--- src/hw/rtl/tta_pkg.sv ---
`timescale 1ns / 1ps

package tta_pkg;

  // Size limits of the texture and derived widths
  localparam int unsigned MAX_SIZE_LOG2 = 10;
  localparam int unsigned COORD_W       = 10;
  localparam int unsigned LOG_W         = 4;
  localparam int unsigned TW_W          = 2 * MAX_SIZE_LOG2;
  localparam int unsigned POS_W         = $clog2(TW_W + 1);
  localparam int unsigned IDX_W         = $clog2(MAX_SIZE_LOG2);
  localparam int unsigned BLK_W         = 3;
  localparam int unsigned OFFSET_W      = 21;
  localparam int unsigned SUB_W         = 4;
  localparam int unsigned MIN_SIZE_LOG2 = 3;

  // Configuration port widths
  localparam int unsigned CFG_IDX_W  = 2;
  localparam int unsigned CFG_DATA_W = 4;

  typedef enum logic [CFG_IDX_W-1:0] {
    REG_WIDTH_LOG2   = 2'd0,
    REG_HEIGHT_LOG2  = 2'd1,
    REG_TEXEL_FORMAT = 2'd2,
    REG_VQ_ENABLE    = 2'd3
  } reg_idx_e;

  typedef enum logic [1:0] {
    FMT_16BPP_2X2 = 2'd0,
    FMT_PAL8_2X4  = 2'd1,
    FMT_PAL4_4X4  = 2'd2
  } texel_fmt_e;

  // Block size as log2 of texels per block
  localparam logic [BLK_W-1:0] BLK_LOG2_2X2 = 3'd2;
  localparam logic [BLK_W-1:0] BLK_LOG2_2X4 = 3'd3;
  localparam logic [BLK_W-1:0] BLK_LOG2_4X4 = 3'd4;

  typedef struct packed {
    logic [COORD_W-1:0] tex_x;
    logic [COORD_W-1:0] tex_y;
  } req_t;

  typedef struct packed {
    logic [OFFSET_W-1:0] byte_offset;
    logic [SUB_W-1:0]    sub_index;
    logic                out_of_range;
  } rsp_t;

  // Decoded configuration handed to the address datapath
  typedef struct packed {
    logic [LOG_W-1:0] wl;
    logic [LOG_W-1:0] hl;
    logic [BLK_W-1:0] blk_log2;
    logic             vq;
  } cfg_t;

endpackage

--- src/hw/rtl/tta_cfg_regs.sv ---
`timescale 1ns / 1ps

module tta_cfg_regs (
  input  logic                          clk_i,
  input  logic                          rst_ni,
  input  logic                          cfg_valid_i,
  output logic                          cfg_ready_o,
  input  logic [tta_pkg::CFG_IDX_W-1:0]  cfg_index_i,
  input  logic [tta_pkg::CFG_DATA_W-1:0] cfg_data_i,
  output tta_pkg::cfg_t                 cfg_o
);
  import tta_pkg::*;

  logic [LOG_W-1:0] width_log2_q;
  logic [LOG_W-1:0] height_log2_q;
  logic [1:0]       texel_format_q;
  logic             vq_enable_q;
  logic             wr_en;

  assign cfg_ready_o = 1'b1;
  assign wr_en       = cfg_valid_i & cfg_ready_o;

  // Write the addressed register
  always_ff @(posedge clk_i or negedge rst_ni) begin
    if (!rst_ni) begin
      width_log2_q   <= LOG_W'(MIN_SIZE_LOG2);
      height_log2_q  <= LOG_W'(MIN_SIZE_LOG2);
      texel_format_q <= FMT_16BPP_2X2;
      vq_enable_q    <= 1'b0;
    end else if (wr_en) begin
      case (cfg_index_i)
        REG_WIDTH_LOG2:   width_log2_q   <= cfg_data_i[LOG_W-1:0];
        REG_HEIGHT_LOG2:  height_log2_q  <= cfg_data_i[LOG_W-1:0];
        REG_TEXEL_FORMAT: texel_format_q <= cfg_data_i[1:0];
        REG_VQ_ENABLE:    vq_enable_q    <= cfg_data_i[0];
        default: ;
      endcase
    end
  end

  // Clamp a size to the supported range
  function automatic logic [LOG_W-1:0] clamp_log2(input logic [LOG_W-1:0] v);
    logic [LOG_W-1:0] r;
    if (v < LOG_W'(MIN_SIZE_LOG2)) r = LOG_W'(MIN_SIZE_LOG2);
    else if (v > LOG_W'(MAX_SIZE_LOG2)) r = LOG_W'(MAX_SIZE_LOG2);
    else r = v;
    return r;
  endfunction

  // Decode sizes and block shape; the reserved format acts as 4x4
  always_comb begin
    cfg_o.wl = clamp_log2(width_log2_q);
    cfg_o.hl = clamp_log2(height_log2_q);
    cfg_o.vq = vq_enable_q;
    case (texel_format_q)
      FMT_16BPP_2X2: cfg_o.blk_log2 = BLK_LOG2_2X2;
      FMT_PAL8_2X4:  cfg_o.blk_log2 = BLK_LOG2_2X4;
      default:       cfg_o.blk_log2 = BLK_LOG2_4X4;
    endcase
  end

endmodule

--- src/hw/rtl/tta_addr_calc.sv ---
`timescale 1ns / 1ps

module tta_addr_calc (
  input  tta_pkg::req_t req_i,
  input  tta_pkg::cfg_t cfg_i,
  output tta_pkg::rsp_t rsp_o
);
  import tta_pkg::*;

  logic [COORD_W-1:0]    x_m;
  logic [COORD_W-1:0]    y_m;
  logic [COORD_W-1:0]    tail_src;
  logic [LOG_W-1:0]      min_l;
  logic [POS_W-1:0]      shared_bits;
  logic [POS_W-1:0]      k;
  logic [TW_W-1:0]       tw;
  logic [TW_W-1:0]       blk;
  logic [TW_W+2:0]       offset_full;
  logic [SUB_W-1:0]      sub_mask;

  // Flag and mask coordinates beyond the configured size
  assign rsp_o.out_of_range = (|(req_i.tex_x >> cfg_i.wl)) | (|(req_i.tex_y >> cfg_i.hl));
  assign x_m = req_i.tex_x & ~({COORD_W{1'b1}} << cfg_i.wl);
  assign y_m = req_i.tex_y & ~({COORD_W{1'b1}} << cfg_i.hl);

  // Shared levels interleave y below x; leftover bits of the larger side follow
  assign min_l       = (cfg_i.wl < cfg_i.hl) ? cfg_i.wl : cfg_i.hl;
  assign shared_bits = {min_l, 1'b0};
  assign tail_src    = (cfg_i.wl > cfg_i.hl) ? x_m : y_m;

  always_comb begin
    k = '0;
    for (int p = 0; p < TW_W; p++) begin
      if (POS_W'(p) < shared_bits) begin
        tw[p] = p[0] ? x_m[p/2] : y_m[p/2];
      end else begin
        k = POS_W'(p) - POS_W'(min_l);
        tw[p] = (k < POS_W'(MAX_SIZE_LOG2)) ? tail_src[k[IDX_W-1:0]] : 1'b0;
      end
    end
  end

  // Split the index into block number and slot
  assign blk         = tw >> cfg_i.blk_log2;
  assign offset_full = cfg_i.vq ? {3'b000, blk} : {blk, 3'b000};
  assign sub_mask    = ~({SUB_W{1'b1}} << cfg_i.blk_log2);

  assign rsp_o.byte_offset = offset_full[OFFSET_W-1:0];
  assign rsp_o.sub_index   = tw[SUB_W-1:0] & sub_mask;

endmodule

--- src/hw/rtl/twiddled_texture_address.sv ---
`timescale 1ns / 1ps
// Path: an accepted request is held in the input register, then its result
// and strobe are held in the result register.
// Throughput: one request per cycle; busy never rises, and the receiver
// cannot stall the result strobe.
// Reset: configuration returns to 8x8 texels, 2x2 blocks, direct mode;
// in-flight requests are dropped.
module twiddled_texture_address (
  input  logic                           clk_i,
  input  logic                           rst_ni,
  input  logic                           start,
  output logic                           busy,
  input  tta_pkg::req_t                  req_i,
  output logic                           rsp_valid_o,
  output tta_pkg::rsp_t                  rsp_o,
  input  logic                           cfg_valid_i,
  output logic                           cfg_ready_o,
  input  logic [tta_pkg::CFG_IDX_W-1:0]  cfg_index_i,
  input  logic [tta_pkg::CFG_DATA_W-1:0] cfg_data_i
);
  import tta_pkg::*;

  cfg_t cfg;
  req_t req_q;
  logic req_valid_q;
  rsp_t rsp_d;
  rsp_t rsp_q;
  logic rsp_valid_q;

  assign busy = 1'b0;

  tta_cfg_regs u_cfg (
    .clk_i       (clk_i),
    .rst_ni      (rst_ni),
    .cfg_valid_i (cfg_valid_i),
    .cfg_ready_o (cfg_ready_o),
    .cfg_index_i (cfg_index_i),
    .cfg_data_i  (cfg_data_i),
    .cfg_o       (cfg)
  );

  // Capture the request
  always_ff @(posedge clk_i or negedge rst_ni) begin
    if (!rst_ni) begin
      req_valid_q <= 1'b0;
    end else begin
      req_valid_q <= start & ~busy;
    end
  end

  always_ff @(posedge clk_i) begin
    if (start & ~busy) begin
      req_q <= req_i;
    end
  end

  tta_addr_calc u_calc (
    .req_i (req_q),
    .cfg_i (cfg),
    .rsp_o (rsp_d)
  );

  // Register the result and its strobe
  always_ff @(posedge clk_i or negedge rst_ni) begin
    if (!rst_ni) begin
      rsp_valid_q <= 1'b0;
    end else begin
      rsp_valid_q <= req_valid_q;
    end
  end

  always_ff @(posedge clk_i) begin
    if (req_valid_q) begin
      rsp_q <= rsp_d;
    end
  end

  assign rsp_valid_o = rsp_valid_q;
  assign rsp_o       = rsp_q;

endmodule

--- config.mk ---
export PLATFORM = sky130hd
export DESIGN_NAME = twiddled_texture_address
export DESIGN_NICKNAME = d
export VERILOG_FILES = /design/src/hw/rtl/tta_pkg.sv /design/src/hw/rtl/tta_cfg_regs.sv /design/src/hw/rtl/tta_addr_calc.sv /design/src/hw/rtl/twiddled_texture_address.sv
export SDC_FILE = /design/constraint.sdc
export NUM_CORES = 1
export LEC_CHECK = 0
export BUFFER_PORTS_ARGS = -buffer_cell sky130_fd_sc_hd__buf_2
export CORE_ASPECT_RATIO = 0.8
export CORE_MARGIN = 8
export CORE_UTILIZATION = 60
export CTS_BUF_LIST = sky130_fd_sc_hd__clkbuf_16
export DETAILED_ROUTE_END_ITERATION = 8
export GPL_ROUTABILITY_DRIVEN = 0
export PLACE_DENSITY_LB_ADDON = 0.2
export SYNTH_ARGS = -nofsm -noshare
export SYNTH_HDL_FRONTEND = slang
export SYNTH_SLANG_ARGS = --single-unit
--- constraint.sdc ---
create_clock -name clk_i -period 6.9 [get_ports clk_i]
set_input_delay 1.725 -clock clk_i [delete_from_list [all_inputs] [get_ports clk_i]]
set_output_delay 1.725 -clock clk_i [all_outputs]
set_load 0.005 [all_outputs]
==> metrics.yaml, run 1 <==
power:
  p_sw_share_pct: 49.1
  p_seq_share_pct: 19.5
  p_per_area_nw_per_um2: 493
  clock_power_share_pct: 17.2
  internal-power_mw: 1.46
  power.static_leakage_nw: 2.31
  switchingPower_mw: 1.40
  comb_power_share_pct: 63.4
  vdd_drop_max_mv: 0.275
  power_mw: 2.86
floorplan:
  top_level_ports: 59
  die_area_um2: 11900
  fp.coreArea_um2: 8450
  die_h_um: 99.1
  dieWidth_um: 120
  start_util_pct: 61.3
  core.rowCount: 30
global_routing:
  grt_use_total_pct: 27.3
  grt_pass1_wl_mm: 25.9
  antenna_found_initial: 0
  grt_start_max_net_pins: 32
  grt_pass1_vias: 5044
  overflow: 0
sta:
  hold_slack_ns: 0.659
  relSlewSlack_pct: 25.3
  worst_pin_slew_ns: 1.12
  final_max_slew_viol_count: 0
  min_period_over_period_pct: 90.4
  tns_ns: 0
  fmax_mhz: 160
  final.min_clock_period_ns: 6.24
  setup_viol: 0
  clock_skew_ns: 0.00620
  timing_hold_violations_final: 0
  rsz0062_at_grt: "false"
  finalWorstSetupSlack_ns: 0.660
hold_path:
  hold_class: "reg2reg"
  hold_path_end: "u_cfg.width_log2_q[0]"
  hold_path.startpoint: "u_cfg.width_log2_q[0]"
  holdPathStages: 1
layout:
  stdcell_area_um2: 5800
  stdcell_count: 738
  layout_commonest_cell: "buf_2"
  drive_above_1_share_pct: 19.5
  antenna_cells: 0
  final_cell_mix: "buf_2 (56), nand2_1 (52), edfxtp_1 (46), nor2_1 (43), a21oi_1 (32)"
  area_growth_syn_to_layout_pct: 12.0
  fin_nets: 672
  final_util_pct: 68.7
  num-fill-cells: 670
yosys:
  avgSynthCellArea_um2: 8.89
  yosys-top-cells-area: "edfxtp_1 (27%), ha_1 (5.1%), dfrtp_1 (4.4%)"
  ys_ff_latch: 59
  synth_top_area_cell: "edfxtp_1"
  synth_cell_types: 87
  syn_nets: 633
  synth_cells: 582
  synth-edff-count: 46
  yosysWarnings: 0
  seq_area_frac_synth_pct: 33.1
  ys.flop_type: "edfxtp_1"
  syn_area_um2: 5170
  async_flop_share_pct: 22.0
  synth_top_cell_area_share_pct: 26.7
detailed_routing:
  drtIter0Drc: 905
  firstDrtPassIters: 6
  num_vias: 5291
  viasPerCell: 7.17
  wire_per_inst_um: 21.9
  ant_nets: 0
  remaining_drc_errors: 0
  routed_wl_mm: 16.1
critical_path:
  cp_data_arrival_time_ns: 6.33
  crit_fanout: 16
  critPathKind: "reg2reg"
  startpoint_type: "register"
  crit_required_ns: 6.99
  rr_worst_depth: 17
  timing.rr.end: "rsp_o[8]"
  worst_setup_path_end_kind: "register"
  rrSetupSlack_ns: 0.66
  reg2reg_from: "u_cfg.width_log2_q[3]"
cts:
  cts_resized: 0
  clock_path_buffers: 2
  cts_buffers: 9
  clock_sinks: 59
  clock-root-buffer: "clkbuf_16"
  cts_hold_buf: 0
  cts_tree: "yes"
  insertion_delay_ns: 0.34
  htree_levels: 3
  post_cts_buffers: 0
  path_clk_slew_ns: 0.05
placement:
  place_area_um2: 5470
  numPortBuffers: 56
  dp_hpwl_mm: 12.3
  dp.cells: 722
  place_ws_ns: 0.946
job:
  max_cap_viol_count: 0
run_status:
  outcome: "finished, final reports clean"
synthesized netlist by cell type, drive strengths merged (10+ instances only):
master / n
a211oi: 17
a21o: 12
a21oi: 36
a31oi: 10
clkbuf: 20
edfxtp: 46
ha: 21
inv: 22
mux2: 16
nand2: 52
nand3: 12
nor2: 43
nor2b: 10
nor3: 19
nor4: 10
o211ai: 16
o21ai: 33
per-layer routing:
| layer | global-route usage [%] | wire (um) |
|---|---|---|
| met2 | 39.4 | 6800 |
| met5 | 0 | 0 |
| met4 | 13.7 | 604 |
| met3 | 9.09 | 2310 |
| met1 | 35.8 | 6420 |
flip-flops by register name, summed over array words and instances, names as in the netlist:
name	flops
rsp_valid_o	1
u_cfg.height_log2_q	4
u_cfg.texel_format_q	2
u_cfg.vq_enable_q	1
req_valid_q	1
u_cfg.width_log2_q	4
req_q	20
rsp_o	26
logic make-up (layout without fill, tap and decap cells):
kind of cell / after synthesis / after routing / synth area share, %
AND/OR/NAND/NOR: 202 / 202 / 19.8
adder cells (fa/ha/maj): 21 / 21 / 5.08
AO/OA/AOI/OAI: 213 / 213 / 30.7
XOR/XNOR: 6 / 6 / 1.02
other: 2 / 2 / 0.145
flip-flops: 59 / 59 / 33.1
buffers and inverters: 53 / 97 / 4.26
multiplexers: 26 / 26 / 5.97
power groups by stage:
| stage | Clock (mW) | Combinational, mW | Sequential (mW) |
|---|---|---|---|
| 4_1_cts | 0.494 | 1.73 | 0.554 |
| 2_1_floorplan | 0 | 1.31 | 0.527 |
| 6_report | 0.490 | 1.81 | 0.558 |
| 5_1_grt | 0.507 | 1.94 | 0.566 |
| 3_5_place_dp | 0 | 1.72 | 0.559 |
| 3_3_place_gp | 0 | 1.68 | 0.555 |
how the worst max path moves through the flow:
| stage | from | to |
|---|---|---|
| 5_1_grt | u_cfg.width_log2_q[3] | rsp_o[8] |
| 6_report | u_cfg.width_log2_q[3] | rsp_o[8] |
| 3_3_place_gp | u_cfg.width_log2_q[3] | rsp_o[16] |
| 2_1_floorplan | u_cfg.width_log2_q[3] | rsp_o[16] |
| 4_1_cts | u_cfg.width_log2_q[3] | rsp_o[8] |
| 3_5_place_dp | u_cfg.width_log2_q[3] | rsp_o[8] |
final cells by class:
cell class                 count  area (um^2)  area share [%]
multi-input combinational    470         3240            55.9
sequential                    59         1710            29.5
timing repair buffer          57          288            4.96
clock buffer                   9          225            3.88
tap                          112          140            2.42
clock inverter                 7          100            1.73
inverter                      24         90.1            1.55
worst max-delay path: stages, from the launching register on:
cell and delay, ns:
dfrtp_1 0.63, xor2_1 0.17, nor2b_1 0.33, inv_1 0.15, ha_1 0.37, nand2b_1 0.22, a21o_1 0.37, a21oi_1 0.26
nor2_1 0.58, inv_1 0.41, ha_1 0.33, o211a_1 0.14, nor4_1 0.56, nor2_1 0.20, o211a_1 0.20, o32ai_1 0.59
a211oi_1 0.20, o22a_2 0.29
(Power assumes the default switching activity.)
==> run 2: changes to the inputs <==
--- a/config.mk
+++ b/config.mk
@@ -8,7 +8,7 @@
 export BUFFER_PORTS_ARGS = -buffer_cell sky130_fd_sc_hd__buf_2
 export CORE_ASPECT_RATIO = 0.8
 export CORE_MARGIN = 8
-export CORE_UTILIZATION = 60
+export CORE_UTILIZATION = 65
 export CTS_BUF_LIST = sky130_fd_sc_hd__clkbuf_16
 export DETAILED_ROUTE_END_ITERATION = 8
 export GPL_ROUTABILITY_DRIVEN = 0
==> constraint.sdc (replaced) <==
create_clock -name clk_i -period 7.6 [get_ports clk_i]
set_input_delay 1.9 -clock clk_i [delete_from_list [all_inputs] [get_ports clk_i]]
set_output_delay 1.9 -clock clk_i [all_outputs]
set_load 0.005 [all_outputs]
==> metrics.yaml, run 2 (synthesized netlist as in run 1, its figures left out) <==
floorplan:
  fp.coreArea_um2: 7840
  start_util_pct: 66.0
  top_level_ports: 59
  dieWidth_um: 116
  die_h_um: 95.8
  core.rowCount: 29
  die_area_um2: 11100
placement:
  place_area_um2: 5470
  numPortBuffers: 56
  dp_hpwl_mm: 12.2
  dp.cells: 718
  place_ws_ns: 1.58
critical_path:
  cp_data_arrival_time_ns: 6.47
  critPathKind: "reg2reg"
  crit_required_ns: 7.66
  crit_fanout: 16
  rr_worst_depth: 18
  startpoint_type: "register"
  worst_setup_path_end_kind: "register"
sta:
  clock_skew_ns: 0.0112
  finalWorstSetupSlack_ns: 1.19
  final_max_slew_viol_count: 0
  worst_pin_slew_ns: 1.08
  final.min_clock_period_ns: 6.41
  relSlewSlack_pct: 28.0
  fmax_mhz: 156
  min_period_over_period_pct: 84.3
  rsz0062_at_grt: "false"
  tns_ns: 0
  hold_slack_ns: 0.666
  timing_hold_violations_final: 0
  setup_viol: 0
global_routing:
  overflow: 0
  grt_pass1_vias: 5002
  grt_pass1_wl_mm: 26.0
  antenna_found_initial: 0
  grt_start_max_net_pins: 32
  grt_use_total_pct: 30.1
detailed_routing:
  drtIter0Drc: 841
  routed_wl_mm: 16.6
  num_vias: 5458
  viasPerCell: 7.44
  firstDrtPassIters: 9
  ant_nets: 0
  remaining_drc_errors: 2
  wire_per_inst_um: 22.6
cts:
  insertion_delay_ns: 0.33
  cts_buffers: 9
  cts_tree: "yes"
  post_cts_buffers: 0
  clock-root-buffer: "clkbuf_16"
  cts_hold_buf: 0
  clock_path_buffers: 2
  htree_levels: 3
  path_clk_slew_ns: 0.06
  clock_sinks: 59
  cts_resized: 0
layout:
  seqCellArea_um2: 1710
  stdcell_count: 734
  stdcell_area_um2: 5740
  fin_nets: 672
  layout_commonest_cell: "buf_2"
  final_cell_mix: "buf_2 (56), nand2_1 (52), edfxtp_1 (46), nor2_1 (43), a21oi_1 (32)"
  drive_above_1_share_pct: 19.5
  largest_reg_flops: 26
  final_util_pct: 73.3
  area_growth_syn_to_layout_pct: 11.0
  num-fill-cells: 605
  antenna_cells: 0
  multi_input_area_um2: 3240
power:
  p_per_area_nw_per_um2: 444
  power_mw: 2.55
  power.static_leakage_nw: 2.29
  vdd_drop_max_mv: 0.237
run_status:
  failed_checks: "DRC"
  outcome: "finished with violations"
job:
  max_cap_viol_count: 0
hold_path:
  holdPathStages: 1
  hold_class: "reg2reg"
run 2: cell count changes in the layout (fill, tap and decap cells not counted):
| cell | before | now |
|---|---|---|
| clkinv_2 | 1 | 2 |
| inv_4 | 0 | 1 |
| bufinv_16 | 2 | 0 |
run 2: power by group:
| part | internal (mW) | switching, mW | leakage, nW | total (mW) |
|---|---|---|---|---|
| clock network | 0.223 | 0.158 | 0.140 | 0.380 |
| logic | 0.595 | 1.07 | 1.55 | 1.67 |
| registers | 0.438 | 0.0676 | 0.604 | 0.505 |
| total | 1.26 | 1.30 | 2.29 | 2.55 |
run 2: worst paths after layout:
kind                                   startpoint                      end  slack, ns
max                         u_cfg.width_log2_q[3]                rsp_o[10]       1.19
min                        u_cfg.height_log2_q[1]   u_cfg.height_log2_q[1]       0.67
max reg2reg                 u_cfg.width_log2_q[3]                rsp_o[10]       1.19
min reg2reg                u_cfg.height_log2_q[1]   u_cfg.height_log2_q[1]       0.67
max in group asynchronous                  rst_ni   u_cfg.height_log2_q[1]       5.88
min in group asynchronous                  rst_ni  u_cfg.texel_format_q[0]       1.45
run 2: worst max-delay path, cell delays in order, from the launching register on:
cell,delay (ns)
dfrtp_1,0.63
xor2_1,0.17
nor2b_1,0.33
inv_1,0.15
ha_1,0.36
nand2b_1,0.21
a21o_1,0.36
a21oi_1,0.27
nor2_1,0.64
inv_1,0.41
ha_1,0.36
and4_1,0.23
nor4_1,0.53
nor2_1,0.22
o211a_1,0.19
o32ai_1,0.54
nor2_1,0.09
a221oi_1,0.29
o211ai_1,0.14
run 2: per-layer routing:
layer,GRT usage [%],vias to the layer above,part of all wire [%]
met1,37.4,2487,37
met5,3.56,-,0.34
li1,-,2357,-
met3,10.5,124,15
met2,46.0,488,42
met4,13.6,2,5.4
run 2: cell type report:
type / instances / area share (%)
Tap cell: 108 / 2.35
Multi-Input combinational cell: 470 / 56.5
Clock inverter: 7 / 0.893
Clock buffer: 9 / 3.92
Sequential cell: 59 / 29.8
Timing Repair Buffer: 57 / 5.01
Inverter: 24 / 1.57
